$ cat src/sv/degc_pkg.sv
`default_nettype none

package degc_pkg;

  // Storage sizes
  localparam int MaxSegments  = 4;
  localparam int MaxReactions = 8;
  localparam int SplineWords  = 9;
  localparam int SplineDepth  = MaxSegments * SplineWords;
  localparam int TableDepth   = 2 * MaxReactions;

  // Iteration counts of the log and exp units
  localparam int LnRounds     = 20;
  localparam int HornerTerms  = 10;

  // Fixed-point constants
  localparam logic [30:0] Ln2Q30   = 31'd744261118;
  localparam logic [30:0] Log2eQ30 = 31'd1549082005;
  localparam logic [31:0] OneQ30   = 32'h4000_0000;
  localparam logic [23:0] GainMax  = 24'hFF_FFFF;

  typedef enum logic [1:0] {
    CMD_SAMPLE,
    CMD_SPLINE,
    CMD_ATTACK,
    CMD_RELEASE
  } cmd_e;

  typedef enum logic [1:0] {
    CFG_SPLINE_COUNT,
    CFG_ATTACK_COUNT,
    CFG_RELEASE_COUNT,
    CFG_MIN_LEVEL
  } cfg_idx_e;

  // Datapath operations, one per cycle
  typedef enum logic [5:0] {
    OP_NONE,
    OP_ACC,
    OP_TRD,
    OP_TUSE,
    OP_EMUL,
    OP_EUPD,
    OP_NORM,
    OP_SQM,
    OP_SQU,
    OP_LNM,
    OP_LNU,
    OP_WLD,
    OP_SDIF,
    OP_SLM,
    OP_SLU,
    OP_SQ1M,
    OP_SQ1U,
    OP_SQ2M,
    OP_SQ2U,
    OP_SACC,
    OP_XM,
    OP_XSAT,
    OP_XT,
    OP_XFM,
    OP_XFU,
    OP_HM,
    OP_HV,
    OP_HRM,
    OP_HRQ,
    OP_HRC,
    OP_HE,
    OP_XG,
    OP_FIN
  } op_e;

  typedef enum logic [5:0] {
    ST_IDLE,
    ST_TRD,
    ST_TUSE,
    ST_EMUL,
    ST_EUPD,
    ST_NORM,
    ST_SQM,
    ST_SQU,
    ST_LNM,
    ST_LNU,
    ST_WLD,
    ST_SDIF,
    ST_SLM,
    ST_SLU,
    ST_SQ1M,
    ST_SQ1U,
    ST_SQ2M,
    ST_SQ2U,
    ST_SACC,
    ST_XM,
    ST_XSAT,
    ST_XT,
    ST_XFM,
    ST_XFU,
    ST_HM,
    ST_HV,
    ST_HRM,
    ST_HRQ,
    ST_HRC,
    ST_HE,
    ST_XG,
    ST_FIN
  } state_e;

  typedef struct packed {
    op_e        op;
    logic [4:0] cnt;
    logic [1:0] seg;
  } ctrl_cmd_t;

  typedef struct packed {
    logic [3:0] tab_n;
    logic [2:0] seg_n;
    logic       norm_done;
    logic       lin;
    logic       x_sat;
  } dp_stat_t;

  // floor(2^32 / n) for the Horner divisors two to ten
  function automatic logic [31:0] recip(input logic [3:0] n);
    logic [31:0] r;
    unique case (n)
      4'd2:    r = 32'd2147483648;
      4'd3:    r = 32'd1431655765;
      4'd4:    r = 32'd1073741824;
      4'd5:    r = 32'd858993459;
      4'd6:    r = 32'd715827882;
      4'd7:    r = 32'd613566756;
      4'd8:    r = 32'd536870912;
      4'd9:    r = 32'd477218588;
      4'd10:   r = 32'd429496729;
      default: r = 32'd0;
    endcase
    return r;
  endfunction

endpackage

`default_nettype wire

$ cat src/sv/degc_ctrl.sv
`default_nettype none

module degc_ctrl (
  input  wire logic                 clk_i,
  input  wire logic                 rst_ni,
  input  wire logic                 in_valid_i,
  input  wire logic [1:0]           cmd_i,
  input  wire logic                 out_stall_i,
  input  wire degc_pkg::dp_stat_t   stat_i,
  output logic                      in_stall_o,
  output logic                      out_valid_o,
  output degc_pkg::ctrl_cmd_t       cmd_o
);

  degc_pkg::state_e state_q, state_d;
  logic [4:0]       cnt_q, cnt_d;
  logic [1:0]       seg_q, seg_d;
  logic             out_valid_q, out_valid_d;
  logic             accept;
  logic             out_free;

  assign accept   = in_valid_i && (state_q == degc_pkg::ST_IDLE);
  assign out_free = !out_valid_q || !out_stall_i;

  // Next state and counters
  always_comb begin
    state_d = state_q;
    cnt_d   = cnt_q;
    seg_d   = seg_q;
    unique case (state_q)
      degc_pkg::ST_IDLE: begin
        if (accept && (degc_pkg::cmd_e'(cmd_i) == degc_pkg::CMD_SAMPLE)) begin
          state_d = degc_pkg::ST_TRD;
          cnt_d   = '0;
        end
      end
      degc_pkg::ST_TRD:  state_d = degc_pkg::ST_TUSE;
      degc_pkg::ST_TUSE: begin
        if ((cnt_q + 5'd1) >= {1'b0, stat_i.tab_n}) begin
          state_d = degc_pkg::ST_EMUL;
        end else begin
          cnt_d   = cnt_q + 5'd1;
          state_d = degc_pkg::ST_TRD;
        end
      end
      degc_pkg::ST_EMUL: state_d = degc_pkg::ST_EUPD;
      degc_pkg::ST_EUPD: state_d = degc_pkg::ST_NORM;
      degc_pkg::ST_NORM: begin
        if (stat_i.norm_done) begin
          state_d = degc_pkg::ST_SQM;
          cnt_d   = '0;
        end
      end
      degc_pkg::ST_SQM:  state_d = degc_pkg::ST_SQU;
      degc_pkg::ST_SQU: begin
        if (cnt_q == 5'(degc_pkg::LnRounds - 1)) begin
          state_d = degc_pkg::ST_LNM;
        end else begin
          cnt_d   = cnt_q + 5'd1;
          state_d = degc_pkg::ST_SQM;
        end
      end
      degc_pkg::ST_LNM:  state_d = degc_pkg::ST_LNU;
      degc_pkg::ST_LNU: begin
        if (stat_i.seg_n == 3'd0) begin
          state_d = degc_pkg::ST_XM;
        end else begin
          seg_d   = '0;
          cnt_d   = '0;
          state_d = degc_pkg::ST_WLD;
        end
      end
      degc_pkg::ST_WLD: begin
        if (cnt_q == 5'(degc_pkg::SplineWords)) begin
          state_d = degc_pkg::ST_SDIF;
        end else begin
          cnt_d = cnt_q + 5'd1;
        end
      end
      degc_pkg::ST_SDIF: state_d = stat_i.lin ? degc_pkg::ST_SLM : degc_pkg::ST_SQ1M;
      degc_pkg::ST_SLM:  state_d = degc_pkg::ST_SLU;
      degc_pkg::ST_SLU:  state_d = degc_pkg::ST_SACC;
      degc_pkg::ST_SQ1M: state_d = degc_pkg::ST_SQ1U;
      degc_pkg::ST_SQ1U: state_d = degc_pkg::ST_SQ2M;
      degc_pkg::ST_SQ2M: state_d = degc_pkg::ST_SQ2U;
      degc_pkg::ST_SQ2U: state_d = degc_pkg::ST_SACC;
      degc_pkg::ST_SACC: begin
        if ((3'(seg_q) + 3'd1) >= stat_i.seg_n) begin
          state_d = degc_pkg::ST_XM;
        end else begin
          seg_d   = seg_q + 2'd1;
          cnt_d   = '0;
          state_d = degc_pkg::ST_WLD;
        end
      end
      degc_pkg::ST_XM:   state_d = stat_i.x_sat ? degc_pkg::ST_XSAT : degc_pkg::ST_XT;
      degc_pkg::ST_XSAT: state_d = degc_pkg::ST_FIN;
      degc_pkg::ST_XT:   state_d = degc_pkg::ST_XFM;
      degc_pkg::ST_XFM:  state_d = degc_pkg::ST_XFU;
      degc_pkg::ST_XFU: begin
        cnt_d   = 5'(degc_pkg::HornerTerms);
        state_d = degc_pkg::ST_HM;
      end
      degc_pkg::ST_HM:   state_d = degc_pkg::ST_HV;
      degc_pkg::ST_HV:   state_d = (cnt_q == 5'd1) ? degc_pkg::ST_HE : degc_pkg::ST_HRM;
      degc_pkg::ST_HRM:  state_d = degc_pkg::ST_HRQ;
      degc_pkg::ST_HRQ:  state_d = degc_pkg::ST_HRC;
      degc_pkg::ST_HRC:  state_d = degc_pkg::ST_HE;
      degc_pkg::ST_HE: begin
        if (cnt_q == 5'd1) begin
          state_d = degc_pkg::ST_XG;
        end else begin
          cnt_d   = cnt_q - 5'd1;
          state_d = degc_pkg::ST_HM;
        end
      end
      degc_pkg::ST_XG:   state_d = degc_pkg::ST_FIN;
      degc_pkg::ST_FIN: begin
        if (out_free) begin
          state_d = degc_pkg::ST_IDLE;
        end
      end
      default: state_d = degc_pkg::ST_IDLE;
    endcase
  end

  // Datapath command for the current state
  always_comb begin
    cmd_o.cnt = cnt_q;
    cmd_o.seg = seg_q;
    unique case (state_q)
      degc_pkg::ST_IDLE: cmd_o.op = accept ? degc_pkg::OP_ACC : degc_pkg::OP_NONE;
      degc_pkg::ST_TRD:  cmd_o.op = degc_pkg::OP_TRD;
      degc_pkg::ST_TUSE: cmd_o.op = degc_pkg::OP_TUSE;
      degc_pkg::ST_EMUL: cmd_o.op = degc_pkg::OP_EMUL;
      degc_pkg::ST_EUPD: cmd_o.op = degc_pkg::OP_EUPD;
      degc_pkg::ST_NORM: cmd_o.op = degc_pkg::OP_NORM;
      degc_pkg::ST_SQM:  cmd_o.op = degc_pkg::OP_SQM;
      degc_pkg::ST_SQU:  cmd_o.op = degc_pkg::OP_SQU;
      degc_pkg::ST_LNM:  cmd_o.op = degc_pkg::OP_LNM;
      degc_pkg::ST_LNU:  cmd_o.op = degc_pkg::OP_LNU;
      degc_pkg::ST_WLD:  cmd_o.op = degc_pkg::OP_WLD;
      degc_pkg::ST_SDIF: cmd_o.op = degc_pkg::OP_SDIF;
      degc_pkg::ST_SLM:  cmd_o.op = degc_pkg::OP_SLM;
      degc_pkg::ST_SLU:  cmd_o.op = degc_pkg::OP_SLU;
      degc_pkg::ST_SQ1M: cmd_o.op = degc_pkg::OP_SQ1M;
      degc_pkg::ST_SQ1U: cmd_o.op = degc_pkg::OP_SQ1U;
      degc_pkg::ST_SQ2M: cmd_o.op = degc_pkg::OP_SQ2M;
      degc_pkg::ST_SQ2U: cmd_o.op = degc_pkg::OP_SQ2U;
      degc_pkg::ST_SACC: cmd_o.op = degc_pkg::OP_SACC;
      degc_pkg::ST_XM:   cmd_o.op = degc_pkg::OP_XM;
      degc_pkg::ST_XSAT: cmd_o.op = degc_pkg::OP_XSAT;
      degc_pkg::ST_XT:   cmd_o.op = degc_pkg::OP_XT;
      degc_pkg::ST_XFM:  cmd_o.op = degc_pkg::OP_XFM;
      degc_pkg::ST_XFU:  cmd_o.op = degc_pkg::OP_XFU;
      degc_pkg::ST_HM:   cmd_o.op = degc_pkg::OP_HM;
      degc_pkg::ST_HV:   cmd_o.op = degc_pkg::OP_HV;
      degc_pkg::ST_HRM:  cmd_o.op = degc_pkg::OP_HRM;
      degc_pkg::ST_HRQ:  cmd_o.op = degc_pkg::OP_HRQ;
      degc_pkg::ST_HRC:  cmd_o.op = degc_pkg::OP_HRC;
      degc_pkg::ST_HE:   cmd_o.op = degc_pkg::OP_HE;
      degc_pkg::ST_XG:   cmd_o.op = degc_pkg::OP_XG;
      degc_pkg::ST_FIN:  cmd_o.op = out_free ? degc_pkg::OP_FIN : degc_pkg::OP_NONE;
      default:           cmd_o.op = degc_pkg::OP_NONE;
    endcase
  end

  // Set output valid on load, drop it when the result is taken
  always_comb begin
    out_valid_d = out_valid_q;
    if (out_valid_q && !out_stall_i) begin
      out_valid_d = 1'b0;
    end
    if ((state_q == degc_pkg::ST_FIN) && out_free) begin
      out_valid_d = 1'b1;
    end
  end

  always_ff @(posedge clk_i or negedge rst_ni) begin
    if (!rst_ni) begin
      state_q     <= degc_pkg::ST_IDLE;
      cnt_q       <= '0;
      seg_q       <= '0;
      out_valid_q <= 1'b0;
    end else begin
      state_q     <= state_d;
      cnt_q       <= cnt_d;
      seg_q       <= seg_d;
      out_valid_q <= out_valid_d;
    end
  end

  assign in_stall_o  = (state_q != degc_pkg::ST_IDLE);
  assign out_valid_o = out_valid_q;

endmodule

`default_nettype wire

$ cat config.mk
export PLATFORM = sky130hd
export DESIGN_NAME = degc_ctrl
export DESIGN_NICKNAME = d
export VERILOG_FILES = /design/src/sv/degc_pkg.sv /design/src/sv/degc_ctrl.sv
export SDC_FILE = /design/constraint.sdc
export NUM_CORES = 1
export LEC_CHECK = 0
export BUFFER_PORTS_ARGS = -buffer_cell sky130_fd_sc_hd__buf_2
export CORE_MARGIN = 1.5
export CORE_UTILIZATION = 50
export CTS_CLUSTER_SIZE = 24
export DETAILED_ROUTE_END_ITERATION = 10
export PLACE_DENSITY = 0.77
export SLEW_MARGIN = 30
export SYNTH_ARGS = -nofsm -noshare
export SYNTH_HDL_FRONTEND = slang
export SYNTH_SLANG_ARGS = --single-unit
$ cat constraint.sdc
create_clock -name clk_i -period 2.4 [get_ports clk_i]
set_input_delay 0.48 -clock clk_i [delete_from_list [all_inputs] [get_ports clk_i]]
set_output_delay 0.48 -clock clk_i [all_outputs]
set_load 0.02 [all_outputs]
# Yosys cells after proc, flatten, opt, wreduce, memory -nomap -nowiden
# Cells that the tools add are included.
# classes
add_sub_neg,4
n_lt_le_gt_ge,2
eq_ne,44
n_mux,30
n_reduce_logical,19
# ops
operator,count
6-bit case mux with 32 select lines,1
6-bit case mux with 30 select lines,1
"6-bit by 5-bit == test with 1-bit output, second input constant",16
5-bit 2-to-1 mux,10
"6-bit by 4-bit == test with 1-bit output, second input constant",8
5-bit case mux with 9 select lines,1
6-bit 2-to-1 mux,5
"6-bit by 3-bit == test with 1-bit output, second input constant",4
"2-bit inequality test, second input constant",9
"6-bit by 2-bit == test with 1-bit output, second input constant",2
9-bit AND reduction,1
9-bit nonzero test,1
2-bit 2-to-1 mux,4
"6-bit by 1-bit == test with 1-bit output, second input constant",1
6-bit logical NOT,1
3-bit 2-to-1 mux,2
6-bit nonzero test,1
"5-bit by 1-bit adder with 5-bit output, second input constant",1
"5-bit by 1-bit == test with 1-bit output, second input constant",1
"5-bit by 4-bit == test with 1-bit output, second input constant",1
"5-bit == test, second input constant",1
5-bit by 4-bit greater-or-equal comparator with 1-bit output,1
"5-bit by 1-bit subtractor with 5-bit output, second input constant",1
1-bit logical AND,4
other kinds (15),21
# totals
ff_bits,14
input_bits,16
out_inout_bits,15
word_cells,103

# Depth between registers and ports, before layout
# logic_depth
depth_word,5
mapped_depth,10
depth_no_buf,8

# Least setup slack after synthesis
# Ideal clock, no wire load.
# synth_path
kind,reg2reg
start,reg cnt_q[0]
end,reg cnt_q[0]
setup_time_ps,125
arrival_ps,2441
slack_ps,-167
stages_incl_launch_ff,10
n_path_buf,1
synth_period_minus_slack_ps,2567
path_cell_list,dfrtp_1 -> inv_1 -> ha_1 -> ha_1 -> a211oi_1 -> o211ai_1 -> a211oi_1 -> and2_4 -> buf_6 -> mux2_4
# synth_via
elab_chain_cells,4
elab_cells_between_ends,16
classes_between,2 x add/sub; 1 x order compare; 7 x eq/ne; 5 x mux; 1 x reduce/logical
# synth_rtl
item,line,source
"start, declared",degc_ctrl.sv:16,"logic [4:0] cnt_q, cnt_d;"
"start signal, assigned",degc_ctrl.sv:187,cnt_q <= cnt_d;
5-bit by 1-bit adder with 5-bit output,n/a,
5-bit by 4-bit greater-or-equal comparator with 1-bit output,degc_ctrl.sv:39,"if ((cnt_q + 5'd1) >= {1'b0, stat_i.tab_n}) begin"
2-bit inequality test (no line),n/a,
9-bit AND reduction (no line),n/a,
# Parallel ways exist; a longest one is shown, timed or not. The select of a mux whose other input is x is not followed.
# A chain may end at the register's enable or synchronous reset.

# Worst setup path after layout
# layout_path
start,reg cnt_q[0]
end,reg cnt_q[1]
# Same word-level chain as after synthesis.

==> results_dict.tcl <==
set metrics [dict create \
    synth-async-reset-ratio_pct 100 \
    die_area_mm2 0.00341 \
    cp_top_family "compound AO/OA/AOI/OAI gates" \
    critical_path.startpoint "cnt_q[0]" \
    place_area_mm2 0.00179 \
    cts_num_sinks 13 \
    via_count 1664 \
    numCtsBuffers 3 \
    maxSlewHeadroom_pct 67.5 \
    yosys.cell_types.count 55 \
    holdCritPathClass "in2async" \
    clkSlewWorstSetupHoldPaths_ns 0.07 \
    ant_nets 0 \
    cts_tree "built" \
    top_layer_used "met4" \
    slowest_stage "dfrtp_2" \
    utilization_pct 66.0 \
    drc_errors 0 \
    grt_usage_pct 25.3 \
    min_period_ns 2.28 \
    ios 31 \
    hold_violations 0 \
    overflow 0 \
    final_design_area_no_fill_mm2 0.00187 \
    core_area_mm2 0.00283 \
    crit_path_start_kind "flop" \
    h-tree-depth 1 \
    drv_slew 0 \
    worstRegToRegCells 8 \
    path_max_fanout 5 \
    synth_flop_cell "dfrtp_1" \
    routed_wl_mm 3.97 \
    setup_ws_ns 0.119 \
    final_cells 276 \
    synth_area_mm2 0.00153 \
    fin_nets 273 \
    cp.arrival_ns 2.44 \
    worst_pin_slew_ns 0.475 \
    row_count 19 \
    syn_nets 230 \
    port_buffers 30 \
    dr.pass1.iters 5 \
    gp_congestion 0.949 \
    synth_cells 203 \
    cp.depth 8 \
    seq_area_frac_synth_pct 21.2 \
    routedWlPerCell_um 14.4 \
    r2r_end "cnt_q[1]" \
    synth_edf_count 0 \
    antenna_found_initial 0 \
    wl_met3_um 247 \
    clockBufferDepth 2 \
    pre_cts_slack_ns 0.0129 \
    grt_start_max_net_pins 18 \
    end_kind "flop" \
    path_cells "inv_1 -> ha_4 -> ha_1 -> a211oi_1 -> o211ai_1 -> a211oi_2 -> and2_4 -> mux2_4" \
    n_fill_cell 272 \
    drv_cap 0 \
    finalSetupViolCount 0 \
    grt_first_pass_wirelength_mm 6.80 \
    outcome "completed" \
    whs_ns 0.0789 \
    required_ns 2.56 \
    grt_pass1_vias 1543 \
    synth_warnings 0 \
    final_layout_size_suffix_gt1_share_pct 28.6 \
    ys_ff_latch 13 \
    die_height_um 58.4 \
    hpwl_mm 3.18 \
    path_buf_inv 1 \
    p_leak_uw 0.000872 \
    slowest_delay_ns 0.43 \
    ff_latch_area_um2 329 \
    drt_first_iter_violations 69 \
    power_density_mw_per_mm2 1290 \
    r2r_slack_ns 0.12 \
    diodes 0 \
    max_freq_ghz 0.438 \
    fp.dieW_um 58.4 \
    holdBufCountCts 0 \
    via_per_inst 6.03 \
    dr_wl_met2_mm 1.97 \
    wl_met1_mm 1.73 \
    cts-root-buf "clkbuf_4" \
    crit_type "reg2reg" \
    syn_area_per_cell_um2 7.55 \
    place_inst 267 \
    clk_latency_ns 0.27 \
    floorplan.initialDensity_pct 54.2 \
    multiInputGateArea_mm2 0.00110 \
    finalClockSkew_ns 0.00399 \
    reg2reg_from "cnt_q[0]" \
    ir_worst_vdd_mv 0.697 \
    areaGrowthSynthToFinish_pct 21.8 \
    crit_end "cnt_q[1]" \
    period_share_pct 95.0 \
]
[per-layer routing]
layer | vias up | track usage, %
met1 | 783 | 33.7
met4 | 0 | 7.64
met2 | 63 | 41.9
met3 | 4 | 4.40
met5 | - | 0
li1 | 814 | -
[stage by stage]
stage / total power (µW) / TNS (ns)
after floorplan: 1710 / 0
after global placement: 2130 / 0
after detailed placement: 2170 / 0
after CTS: 2320 / 0
after global routing: 2630 / -0.0171
final: 2410 / 0
[worst min path at each step]
stage	from	endpoint	slack (ns)	cells past startpoint
after global routing	rst_ni	state_q[2]	0.08	1
after global placement	rst_ni	state_q[1]	0.38	1
after detailed placement	rst_ni	state_q[2]	0.38	1
final	rst_ni	state_q[2]	0.08	1
after floorplan	rst_ni	cnt_q[0]	0.18	0
after CTS	rst_ni	state_q[0]	0.08	1
[synth_stat cells (all sizes together), types with 4 or more instances]
master / count / area share [%]
o22ai: 4 / 1.6
o21ai: 18 / 5.9
nor2b: 5 / 2.0
dfrtp: 13 / 21
a21oi: 9 / 2.9
nand3: 8 / 2.6
inv: 14 / 3.4
nand2: 12 / 2.9
buf: 8 / 3.2
clkbuf: 7 / 1.7
ha: 11 / 9.0
nand2b: 10 / 4.1
nor3: 5 / 1.6
a21o: 4 / 2.0
nor2: 16 / 3.9
xnor2: 4 / 2.3
[placed cells by master, fill, tap and decap left out, drive strengths merged, types with 3 or more instances in the layout]
master / count
buf: 53
o21ai: 18
mux2: 3
nand2b: 10
a21oi: 9
nor3b: 3
ha: 11
clkbuf: 4
or2: 3
nand2: 12
nor2: 16
a211oi: 3
xor2: 3
nand3: 8
dfrtp: 13
a31oi: 3
xnor2: 4
and2: 3
nor4: 3
a21o: 4
nand4: 3
nor2b: 5
nor3: 5
inv: 14
o22ai: 4
[area by class of cell]
class                           instances  area share, %
Sequential cell                        13           17.6
Timing Repair Buffer                   53           17.3
Tap cell                               31           2.08
Multi-Input combinational cell        161           58.8
Clock buffer                            4           1.41
Inverter                               14           2.82
[worst reg2reg max path: cells and delay by family, from the launching register on]
family,cells,cell delay (ns)
mux,1,0.30
compound gates,3,0.62
flops,1,0.43
buf+inv,1,0.10
simple gates,1,0.23
fa+ha+maj,2,0.49
[cell families (layout without fill, tap and decap cells)]
group / Yosys count / in the layout / share of synthesized area (%)
simple gates: 81 / 81 / 29.1
compound gates: 58 / 58 / 24.8
xor+xnor: 7 / 7 / 4.00
flops: 13 / 13 / 21.2
buf+inv: 29 / 71 / 8.33
mux: 4 / 4 / 3.59
fa+ha+maj: 11 / 11 / 8.98
[what timing repair did]
item	in CTS	in global routing
endpoints found under the setup margin	3	5
resized for setup	0	3
buffers inserted	1	4
endpoints found under the hold margin	0	0
gates cloned	0	0
pin swaps	3	3
[sequential cells by signal, indices dropped and copies added, names as in the netlist]
signal,cells
cnt_q,5
out_valid_o,1
seg_q,2
state_q,5
[report_power, final]
group | switching, µW | internal [µW] | leakage, µW
sequential | 143 | 311 | 0.000164
clock | 65.7 | 64.5 | 0.0000150
combinational | 1010 | 813 | 0.000693
total | 1220 | 1190 | 0.000872
(Power assumes the default switching activity.)
